`config.mk`:
```
export PLATFORM = sky130hd
export DESIGN_NAME = rgb_fade_pwm_with_blink_core
export DESIGN_NICKNAME = d
export VERILOG_FILES = /design/src/sv/rfpb_pkg.sv /design/src/sv/rgb_fade_pwm_with_blink_core.sv /design/src/sv/rfpb_cfg.sv /design/src/sv/rfpb_eval.sv
export VERILOG_INCLUDE_DIRS = /design/src /design/src/sv
export SDC_FILE = /design/constraint.sdc
export NUM_CORES = 1
export LEC_CHECK = 0
export BUFFER_PORTS_ARGS = -buffer_cell sky130_fd_sc_hd__buf_4
export CORE_ASPECT_RATIO = 0.8
export CORE_MARGIN = 1.5
export CORE_UTILIZATION = 39
export DETAILED_ROUTE_END_ITERATION = 7
export REMOVE_ABC_BUFFERS = 1
export SETUP_SLACK_MARGIN = 0.02
export SYNTH_ARGS = -nofsm -noshare
export SYNTH_HDL_FRONTEND = slang
export SYNTH_SLANG_ARGS = --single-unit
```
`constraint.sdc`:
```
create_clock -name aclk -period 10.4 [get_ports aclk]
set_input_delay 1.04 -clock aclk [delete_from_list [all_inputs] [get_ports aclk]]
set_output_delay 1.04 -clock aclk [all_outputs]
set_load 0.1 [all_outputs]
```
`src/sv/rgb_fade_pwm_with_blink_core_macros.svh`:
```
// Assertion macros used by the top RTL file of the LED fade block.
`ifndef RGB_FADE_PWM_WITH_BLINK_CORE_MACROS_SVH
`define RGB_FADE_PWM_WITH_BLINK_CORE_MACROS_SVH

// The consequent must hold in the same cycle as the antecedent.
`define RFPB_ASSERT_NOW(lbl, clk, rstn, ante, cons) \
    lbl: assert property (@(posedge clk) disable iff (!rstn) (ante) |-> (cons)) \
        else $error("rfpb assertion failed");

// The consequent must hold in the cycle after the antecedent.
`define RFPB_ASSERT_NEXT(lbl, clk, rstn, ante, cons) \
    lbl: assert property (@(posedge clk) disable iff (!rstn) (ante) |=> (cons)) \
        else $error("rfpb assertion failed");

`endif

```
`src/sv/rfpb_pkg.sv`:
```
package rfpb_pkg;

    localparam int CFG_IDX_W  = 3;
    localparam int CFG_DATA_W = 16;

    typedef enum logic [CFG_IDX_W-1:0] {
        CFG_FADE_INTERVAL  = 3'd0,
        CFG_PWM_PERIOD     = 3'd1,
        CFG_BLINK_INTERVAL = 3'd2,
        CFG_CYCLE_STEPS    = 3'd3,
        CFG_RED_MAX        = 3'd4,
        CFG_GREEN_START    = 3'd5,
        CFG_BLUE_MAX       = 3'd6
    } cfg_idx_t;

    localparam logic [15:0] FADE_INTERVAL_RST  = 16'd300;
    localparam logic [7:0]  PWM_PERIOD_RST     = 8'd20;
    localparam logic [7:0]  BLINK_INTERVAL_RST = 8'd250;
    localparam logic [7:0]  CYCLE_STEPS_RST    = 8'd20;
    localparam logic [7:0]  RED_MAX_RST        = 8'd10;
    localparam logic [7:0]  GREEN_START_RST    = 8'd10;
    localparam logic [7:0]  BLUE_MAX_RST       = 8'd5;
    localparam logic [7:0]  GREEN_DUTY_RST     = 8'd10;

    typedef struct packed {
        logic [15:0] fade_interval;
        logic [7:0]  pwm_period;
        logic [7:0]  blink_interval;
        logic [7:0]  cycle_steps;
        logic [7:0]  red_max;
        logic [7:0]  green_start;
        logic [7:0]  blue_max;
    } cfg_t;

    typedef struct packed {
        logic rgb_red;
        logic rgb_green;
        logic rgb_blue;
        logic green_led;
        logic yellow_led;
    } res_t;

endpackage

```
`src/sv/rgb_fade_pwm_with_blink_core.sv`:
```
// Channel | Direction | Ports
// input   | in        | s_valid, s_ready, s_key_pressed
// result  | out       | m_valid, m_ready, m_rgb_red .. m_yellow_led
// config  | in        | cfg_valid, cfg_ready, cfg_index, cfg_data
// One tick is taken every cycle while s_ready is high; each result is registered.
// The state update for a tick is combinational between the input and result registers.
// Synchronous active-low reset restores counters, duties, LEDs, config, valid flags.
// A stalled result register holds the input register, which then holds s_ready low.
// Configuration writes are always accepted and take effect on the next cycle.
`include "rgb_fade_pwm_with_blink_core_macros.svh"

module rgb_fade_pwm_with_blink_core (
    input  logic                            aclk,
    input  logic                            aresetn,
    input  logic                            s_valid,
    output logic                            s_ready,
    input  logic                            s_key_pressed,
    output logic                            m_valid,
    input  logic                            m_ready,
    output logic                            m_rgb_red,
    output logic                            m_rgb_green,
    output logic                            m_rgb_blue,
    output logic                            m_green_led,
    output logic                            m_yellow_led,
    input  logic                            cfg_valid,
    output logic                            cfg_ready,
    input  logic [rfpb_pkg::CFG_IDX_W-1:0]  cfg_index,
    input  logic [rfpb_pkg::CFG_DATA_W-1:0] cfg_data
);

    rfpb_pkg::cfg_t cfg;
    rfpb_pkg::res_t res;
    rfpb_pkg::res_t res_reg;
    logic           in_vld_reg;
    logic           key_reg;
    logic           out_vld_reg;
    logic           adv;

    assign cfg_ready = 1'b1;
    assign adv       = !out_vld_reg || m_ready;
    assign s_ready   = !in_vld_reg || adv;

    rfpb_cfg u_cfg (
        .aclk     (aclk),
        .aresetn  (aresetn),
        .wr_en    (cfg_valid && cfg_ready),
        .wr_index (cfg_index),
        .wr_data  (cfg_data),
        .cfg      (cfg)
    );

    rfpb_eval u_eval (
        .aclk    (aclk),
        .aresetn (aresetn),
        .en      (adv && in_vld_reg),
        .key     (key_reg),
        .cfg     (cfg),
        .res     (res)
    );

    always_ff @(posedge aclk) begin
        if (!aresetn) begin
            in_vld_reg  <= 1'b0;
            out_vld_reg <= 1'b0;
        end else begin
            if (s_ready) begin
                in_vld_reg <= s_valid;
            end
            if (adv) begin
                out_vld_reg <= in_vld_reg;
            end
        end
    end

    always_ff @(posedge aclk) begin
        if (s_valid && s_ready) begin
            key_reg <= s_key_pressed;
        end
        if (adv && in_vld_reg) begin
            res_reg <= res;
        end
    end

    assign m_valid      = out_vld_reg;
    assign m_rgb_red    = res_reg.rgb_red;
    assign m_rgb_green  = res_reg.rgb_green;
    assign m_rgb_blue   = res_reg.rgb_blue;
    assign m_green_led  = res_reg.green_led;
    assign m_yellow_led = res_reg.yellow_led;

    `RFPB_ASSERT_NOW(a_stall_blocks_input, aclk, aresetn,
        in_vld_reg && out_vld_reg && !m_ready, !s_ready)
    `RFPB_ASSERT_NEXT(a_held_tick_stays, aclk, aresetn,
        in_vld_reg && !adv, in_vld_reg && $stable(key_reg))
    `RFPB_ASSERT_NOW(a_leds_opposite, aclk, aresetn,
        out_vld_reg, res_reg.green_led != res_reg.yellow_led)
    `RFPB_ASSERT_NEXT(a_result_follows_tick, aclk, aresetn,
        in_vld_reg && adv, out_vld_reg)

endmodule

```
`src/sv/rfpb_cfg.sv`:
```
module rfpb_cfg (
    input  logic                            aclk,
    input  logic                            aresetn,
    input  logic                            wr_en,
    input  logic [rfpb_pkg::CFG_IDX_W-1:0]  wr_index,
    input  logic [rfpb_pkg::CFG_DATA_W-1:0] wr_data,
    output rfpb_pkg::cfg_t                  cfg
);

    rfpb_pkg::cfg_t cfg_reg;

    always_ff @(posedge aclk) begin
        if (!aresetn) begin
            cfg_reg.fade_interval  <= rfpb_pkg::FADE_INTERVAL_RST;
            cfg_reg.pwm_period     <= rfpb_pkg::PWM_PERIOD_RST;
            cfg_reg.blink_interval <= rfpb_pkg::BLINK_INTERVAL_RST;
            cfg_reg.cycle_steps    <= rfpb_pkg::CYCLE_STEPS_RST;
            cfg_reg.red_max        <= rfpb_pkg::RED_MAX_RST;
            cfg_reg.green_start    <= rfpb_pkg::GREEN_START_RST;
            cfg_reg.blue_max       <= rfpb_pkg::BLUE_MAX_RST;
        end else if (wr_en) begin
            unique case (rfpb_pkg::cfg_idx_t'(wr_index))
                rfpb_pkg::CFG_FADE_INTERVAL:  cfg_reg.fade_interval  <= wr_data;
                rfpb_pkg::CFG_PWM_PERIOD:     cfg_reg.pwm_period     <= wr_data[7:0];
                rfpb_pkg::CFG_BLINK_INTERVAL: cfg_reg.blink_interval <= wr_data[7:0];
                rfpb_pkg::CFG_CYCLE_STEPS:    cfg_reg.cycle_steps    <= wr_data[7:0];
                rfpb_pkg::CFG_RED_MAX:        cfg_reg.red_max        <= wr_data[7:0];
                rfpb_pkg::CFG_GREEN_START:    cfg_reg.green_start    <= wr_data[7:0];
                rfpb_pkg::CFG_BLUE_MAX:       cfg_reg.blue_max       <= wr_data[7:0];
                default: ;
            endcase
        end
    end

    assign cfg = cfg_reg;

endmodule

```
`src/sv/rfpb_eval.sv`:
```
module rfpb_eval (
    input  logic           aclk,
    input  logic           aresetn,
    input  logic           en,
    input  logic           key,
    input  rfpb_pkg::cfg_t cfg,
    output rfpb_pkg::res_t res
);

    logic [15:0] tick_reg,  tick_next;
    logic [7:0]  phase_reg, phase_next;
    logic [7:0]  blink_reg, blink_next;
    logic [7:0]  red_reg,   red_next;
    logic [7:0]  green_reg, green_next;
    logic [7:0]  blue_reg,  blue_next;
    logic [7:0]  step_reg,  step_next;
    logic        gled_reg,  gled_next;
    logic        yled_reg,  yled_next;

    logic [15:0] tick_inc;
    logic [7:0]  phase_inc, phase_mid, blink_inc;
    logic [7:0]  red_inc, green_dec, blue_inc, step_inc;
    logic        fade;

    always_comb begin
        tick_inc  = tick_reg + 16'd1;
        phase_inc = phase_reg + 8'd1;
        blink_inc = blink_reg + 8'd1;
        red_inc   = red_reg + 8'd1;
        green_dec = green_reg - 8'd1;
        blue_inc  = blue_reg + 8'd1;
        step_inc  = step_reg + 8'd1;
        fade      = (tick_inc == cfg.fade_interval);

        tick_next  = tick_inc;
        phase_mid  = phase_inc;
        red_next   = red_reg;
        green_next = green_reg;
        blue_next  = blue_reg;
        step_next  = step_reg;

        if (fade) begin
            tick_next  = 16'd0;
            phase_mid  = 8'd0;
            red_next   = (red_inc > cfg.red_max) ? 8'd0 : red_inc;
            green_next = (green_dec > cfg.green_start) ? 8'd0 : green_dec;
            blue_next  = (blue_inc > cfg.blue_max) ? 8'd0 : blue_inc;
            step_next  = step_inc;
            if (step_inc == cfg.cycle_steps) begin
                step_next  = 8'd0;
                red_next   = 8'd0;
                green_next = cfg.green_start;
                blue_next  = 8'd0;
            end
        end

        phase_next = (phase_mid == cfg.pwm_period) ? 8'd0 : phase_mid;

        blink_next = blink_inc;
        gled_next  = gled_reg;
        yled_next  = yled_reg;
        if (!key && (blink_inc == cfg.blink_interval)) begin
            blink_next = 8'd0;
            gled_next  = ~gled_reg;
            yled_next  = ~yled_reg;
        end

        res.rgb_red    = key && (phase_next != 8'd0) && (phase_next <= red_next);
        res.rgb_green  = key && (phase_next != 8'd0) && (phase_next <= green_next);
        res.rgb_blue   = key && (phase_next != 8'd0) && (phase_next <= blue_next);
        res.green_led  = gled_next;
        res.yellow_led = yled_next;
    end

    always_ff @(posedge aclk) begin
        if (!aresetn) begin
            tick_reg  <= 16'd0;
            phase_reg <= 8'd0;
            blink_reg <= 8'd0;
            red_reg   <= 8'd0;
            green_reg <= rfpb_pkg::GREEN_DUTY_RST;
            blue_reg  <= 8'd0;
            step_reg  <= 8'd0;
            gled_reg  <= 1'b1;
            yled_reg  <= 1'b0;
        end else if (en) begin
            tick_reg  <= tick_next;
            phase_reg <= phase_next;
            blink_reg <= blink_next;
            red_reg   <= red_next;
            green_reg <= green_next;
            blue_reg  <= blue_next;
            step_reg  <= step_next;
            gled_reg  <= gled_next;
            yled_reg  <= yled_next;
        end
    end

endmodule

```
==> results.md, run 1 <==
* Outcome: completed
* Worst hold slack at roughly 0.46 ns
* Post-Synth XOR/XNOR Area at 0.0815
* Antenna-violating nets left at 0
* Overall die area at between 0.02 and 0.025 mm2
* Final-report hold violation count at 0
* Yosys warns at 0
* Clock Root Buffer: clkbuf_16
* CP Max Fanout at 37
* CTS resizes at 0
* Hold Buf Count CTS at 0
* Finished Cell Area at ~0.0097 mm2
* Die height at around 140 um
* Commonest cells post-synth: nand2_1, dfxtp_1, a21oi_1
* CTS sink count at approximately 140
* Critical path startpoint category: flip-flop
* Total CTS buffers at 17
* Top-area cell type share of the netlist area at 0.306
* Initial antenna violation count at 0
* Worst rel slew slack at 0.272
* Syn_area_per_cell at approximately 7.7 um2
* Synth unique cells at 60
* Synth area leader: dfxtp_1
* Simple-Gate Fraction of Synth Area at 0.277
* RSZ-0062 raised after global routing: no
* Clock Latency Late Sink at 0.43 ns
* IR drop worst, VDD at 0.0979 mV
* Wirelength per Cell at ~16 um
* WP data required at approximately 11 ns
* DR DRC count at 0
* Post-CTS Setup Repair Bufs at 0
* Initial core utilization at 0.399
* Largest cells by area after synthesis: dfxtp_1, nand2_1, ha_1
* Period utilization at 0.439
* Setup TNS at 0 ns
* Largest register FFs at 64
* Async SR Flop Fraction at 0
* Synth Area in Compound Gates at 0.173
* PD cells at between 100 and 150 mW/mm2
* Fin crit period at 4.56 ns
* Register area share after synthesis at 0.326
* Drt via density at 5.38
* Vias in the first global route at 7114
* Area added between synthesis and finish at 11.7%
* Worst Setup SP: u_eval.tick_reg[5]
* Crit path buffers/inverters at 1
* Crit-path leading delay family: simple AND/OR/NAND/NOR gates
* Core ar. at 0.0217 mm2
* Worst Path Arrival at about 4.8 ns
* Crit-path cells: nand4_1 > nor3_2 > nand4_1 > xnor2_1 > nor4_1 > nand4b_1 > buf_4 > nor2_1 > a22oi_1 > ha_1 > nor2b_1 > o21a_1 > o21ai_0 > nand2b_1 > a21oi_1 > o21ai_0 > a21oi_1
* Peak Freq at ~220 MHz
* N_diodes at 0
* Total of max-cap violations at 0
* Clock Skews at ~0.011 ns
* Crit path max-delay cell type: dfxtp_1
* Max Slew Vio Count at 0
* Most common cell in the netlist: nand2_1
* Layout cells sized above 1 at 0.0756
* Worst slew pin tran at 1.08 ns
* Kind of critical path: reg2reg
* Row cnt at 48
* EDFF count, synth at 6
* Multiplexer share of the synthesized area at 0.0149
* RR Startpoint: u_eval.tick_reg[5]
* Hold Path Class: reg2reg
* Final Wtd Congestion at 0.854
* Synth Instances at around 1100
* First-pass GRT wire length at 37200 um
* Largest family of logic cells by synthesized area: simple AND/OR/NAND/NOR gates
* Synthesized area at 0.00865 mm2
* Post-synthesis adder-cell area fraction at 0.0796
* Leakage at approximately 3.7 nW
* Vias at 7733
* PnR worst setup slack at 5.84 ns
* 1st-iter DRT viols at 799
* HP Start: u_cfg.cfg[12]
* Fin nets at 1205
* Dpl ws at about 5.9 ns
* CTS tree: done
* Crit end category: flip-flop
* GRT Total Usage at 0.205
* DP Area at 0.00906 mm2
* Post-Route Utilization at 0.445
* Predominant post-synthesis flop cell: dfxtp_1
* Yosys reg bits at 138
* Reg2Reg Setup Slack at just under 6 ns
* Drt first pass iters at 5
* CP peak stage delay at between 0.5 and 0.6 ns
* DRT Wirelength at 22800 um
* Grt ovf at 0
* Clk slew on worst S/H paths at 0.06 ns
* I/O pin count at 33
* CTS Buffer Depth at 2
* Chip width at 169 um
* CTS H-tree lvls at 4
* I/O Buffers at 31
* Setup violators final at 0
* Pin count of the biggest net entering global routing at 65
* Detail Placement HPWL at 16000 um
==> layout by cell type, fill, tap and decap left out, drive strengths merged, types with 5 or more instances in the layout <==
cell type / synthesis / final
nand2: 196 / 196
dfxtp: 132 / 132
a21oi: 118 / 118
nor2: 69 / 69
o21ai: 63 / 63
nand3: 59 / 59
ha: 55 / 55
inv: 43 / 51
xnor2: 41 / 41
buf: 13 / 37
xor2: 34 / 34
nor3: 19 / 19
and3: 18 / 18
clkbuf: 45 / 18
nor2b: 17 / 17
nor4: 17 / 17
nand2b: 16 / 16
a21o: 16 / 16
o21a: 15 / 15
nand4: 14 / 14
or4: 12 / 12
or3: 12 / 12
and4: 10 / 10
o211ai: 9 / 9
a31oi: 8 / 8
mux2: 7 / 7
o2bb2ai: 6 / 6
nor4b: 6 / 6
edfxtp: 6 / 6
and2: 6 / 6
nand4b: 5 / 5
mux2i: 5 / 5
==> routing by layer <==
metal	vias up	global-route usage	wire [um]
li1	3964	-	-
met1	3626	0.301	12000
met2	128	0.313	9610
met3	15	0.0335	935
met4	0	0.0452	196
met5	-	0	0
==> through the flow <==
stage,cells,total power (W)
after detailed placement,1406,0.000654
after CTS,1438,0.00127
after global placement,1406,0.000653
after global routing,1438,0.00130
final,1438,0.00125
after floorplan,1069,0.000615
==> power by group <==
part,internal [W],switching [W],total [W]
registers,0.000542,0.00000723,0.000549
clock network,0.000346,0.000266,0.000612
logic,0.0000298,0.0000636,0.0000934
==> layout make-up <==
class	instances	area [um2]
clock buffers	18	439
clock inverters	14	153
fillers	2182	12000
inverters	43	161
multi-input cells	888	5430
flip-flops and latches	138	2820
well taps	300	375
repair buffers	37	278
==> kinds of logic (layout without fill, tap and decap cells) <==
group           after synthesis  after routing
flops                       138            138
simple gates                484            484
buf+inv                     101            112
xor+xnor                     77             77
mux                          12             12
fa+ha+maj                    55             55
other cells                   1              1
compound gates              259            259
==> tightest hold or removal path, cell delays in order (launching register included) <==
cell and delay, ns:
dfxtp_1 0.31, nand2_1 0.05, a21oi_1 0.05
==> worst paths after layout <==
path / to / depth (start not counted)
min: u_cfg.cfg[12] / 2
min reg2reg: u_cfg.cfg[12] / 2
max: m_rgb_blue / 17
max reg2reg: m_rgb_blue / 17
No activity file was read; power rests on OpenSTA's default activity.
==> inputs of run 2 (changes only) <==
clock period = 4.1 ns   (was 10.4 ns; I/O delays follow)
==> run 2 against run 1 <==
  * Cell count increased by 2.1%
  * Critical path type unchanged
  * Sequential power rose to 2.5 times the previous value
  * Combinational power rose to 2.6 times the previous value
  * Core utilization rose by 1.7 points
  * Register-to-register slack got worse by 5.6 ns
  * Non-clock buffer count increased by 30
==> results.md, run 2 (same netlist as run 1, synthesis figures left out) <==
* Clock Skews at 0.0111 ns (+0.000312 ns)
* Chip width at 169 um (unchanged)
* GRT Total Usage at 0.213 (+0.00810)
* Uppermost routed layer: met4
* Vias at 7929 (+2.5%)
* Setup TNS at 0 ns (unchanged)
* Outcome: completed
* Antenna-violating nets left at 0 (unchanged)
* Setup violators final at 0 (unchanged)
* Crit-path cells: ha_1 > buf_4 > xnor2_2 > xnor2_1 > nor4_4 > nand3_2 > nor4_4 > nand4b_1 > buf_12 > buf_4 > a21oi_1 > ha_1 > a21o_1 > a21o_1 > a21oi_1 > o21ai_0 > o21a_1 > nor2_1
* Fin crit period at 3.90 ns (-0.662 ns)
* RR Startpoint: u_eval.tick_reg[0]
* DR DRC count at 0 (unchanged)
* N_diodes at 0 (unchanged)
* Crit path buffers/inverters at 3 (+2)
* Initial core utilization at 0.399 (unchanged)
* Clock Root Buffer: clkbuf_16
* Fin nets at 1235 (+2.5%)
* Wirelength per Cell at 16.3 um (+2.7%)
* Area added between synthesis and finish at 15.9%
* Worst rel slew slack at 0.240 (-0.0327)
* First-pass GRT wire length at 38200 um (+2.9%)
* Leakage at 3.87 nW (+5.3%)
* Core ar. at 0.0217 mm2 (unchanged)
* PD cells at 325 mW/mm2 (+150%)
* I/O pin count at 33 (unchanged)
* Peak Freq at 256 MHz (+17%)
* Cells on worst reg2reg path at 18 (+1)
* Initial antenna violation count at 0 (unchanged)
* Total of max-cap violations at 0 (unchanged)
* Layout cells sized above 1 at 0.120 (+0.0443)
* CTS Buffer Depth at 2 (unchanged)
* Fillers at 2152 (-1.4%)
* 1st-iter DRT viols at 634 (-21%)
* Critical path startpoint category: flip-flop
* Hold Path Class: in2reg
* Crit-path leading delay family: simple AND/OR/NAND/NOR gates
* Metal2 WL at 9880 um (+2.8%)
* Period utilization at 0.951 (+0.512)
* Grt ovf at 0 (unchanged)
* Drt first pass iters at 6 (+1)
* CTS H-tree lvls at 4 (unchanged)
* CP Max Fanout at 7 (-81%)
* Most frequent cells in the layout: nand2_1, dfxtp_1, a21oi_1, nor2_1, buf_4
* Clock Latency Late Sink at 0.44 ns (about the same)
* Total CTS buffers at 17 (unchanged)
* Max Slew Vio Count at 0 (unchanged)
* Drt via density at 5.40 (+0.44%)
* DRT Wirelength at 23900 um (+4.9%)
* Vias in the first global route at 7356 (+3.4%)
* CTS sink count at 138 (unchanged)
* Die height at 136 um (unchanged)
* IR drop worst, VDD at 0.213 mV (+120%)
* Reg2Reg Setup Slack at 0.20 ns (-5.64 ns)
* Finished Cell Area at 0.0100 mm2 (+3.8%)
* Pin count of the biggest net entering global routing at 53 (-18%)
* Hold path endpoint: key_reg
* Clk slew on worst S/H paths at 0.07 ns (about the same)
* Pwr Total at 0.00325 W (+160%)
* Row cnt at 48 (unchanged)
* Largest register FFs at 64 (unchanged)
* Overall die area at 0.0231 mm2 (unchanged)
* Worst hold slack at 0.146 ns (-0.311 ns)
* I/O Buffers at 31 (unchanged)
* WP data required at 4.39 ns (-6.28 ns)
* Cell Count, Final, Fillers Out at 1468 (+2.1%)
* Worst Hold Path Cells at 1 (-1)
* Final-report hold violation count at 0 (unchanged)
* Met1 layer wirelength in the final routing at 12600 um (+4.6%)
* CTS tree: done
* Multi-input gate area in the final layout at 0.00551 mm2 (+1.6%)
* Hold Buf Count CTS at 0 (unchanged)
* Worst Path Arrival at 4.19 ns (-0.64 ns)
* Worst slew pin tran at 1.13 ns (+0.0487 ns)
* Crit end category: flip-flop
* Detail Placement HPWL at 16800 um (+5.1%)
* DP Area at 0.00926 mm2 (+2.1%)
* CP peak stage delay at 0.36 ns (-0.16 ns)
* Worst R2R End: m_rgb_green
* Met3 WL at 1060 um (+13%)
* Final Wtd Congestion at 0.889 (+4.2%)
* Cells after DPL at 1430 (+1.7%)
* Commonest non-fill, non-tap cell in the layout: nand2_1
* HP Start: s_key_pressed
* Crit path max-delay cell type: dfxtp_2
* RSZ-0062 raised after global routing: yes
* Kind of critical path: reg2reg
* FF+latch area at 0.00283 mm2 (+0.35%)
-- run 2: changes by cell type in the layout (fill, tap and decap cells not counted), moves of 2 or more --
cell / delta
and2_1: -2
inv_6: +3
nand3_1: -3
buf_4: +27
dfxtp_1: -8
nand3_2: +3
dfxtp_2: +8
nor4_1: -2
and2_2: +2
xnor2_2: +2
clkinv_4: -3
xnor2_1: -2
-- run 2: area by class of cell --
cell class,count,area share
tap,300,0.0375
inverter,43,0.0161
clock buffer,17,0.0425
multi-input combinational,888,0.550
sequential,138,0.283
timing repair buffer,67,0.0536
clock inverter,15,0.0176
-- run 2: worst max-delay path by stage --
| stage | from | end | depth (start not counted) |
|---|---|---|---|
| finish | u_eval.tick_reg[0] | m_rgb_green | 18 |
| global route | u_eval.blue_reg[1] | m_rgb_blue | 18 |
| CTS | u_eval.tick_reg[0] | m_rgb_blue | 18 |
| detailed placement | u_eval.tick_reg[0] | m_rgb_blue | 18 |
| global placement | u_eval.tick_reg[0] | m_rgb_blue | 18 |
| floorplan | u_eval.tick_reg[0] | m_rgb_red | 17 |
-- run 2: stage by stage --
stage	setup WS, ns	util
6_report	0.201	0.462
5_1_grt	-0.0385	0.462
4_1_cts	0.0229	0.455
3_5_place_dp	0.0435	0.427
3_3_place_gp	0.0920	0.427
2_1_floorplan	-0.396	-
-- run 2: layer usage --
metal	vias to the layer above	GRT usage
met5	-	0
met4	0	0.0619
met3	28	0.0419
met2	172	0.314
met1	3701	0.312
li1	4028	-
-- run 2: what timing repair did --
action / CTS / global route
buffers inserted: 0 / 5
endpoints found under the setup margin: 0 / 3
resized for setup: 0 / 26
-- run 2: where the power goes --
part / total [W] / switching [W] / leakage [nW] / internal (W)
clock network: 0.00162 / 0.000695 / 0.296 / 0.000921
registers: 0.00139 / 0.0000186 / 1.13 / 0.00137
logic: 0.000243 / 0.000164 / 2.44 / 0.0000793
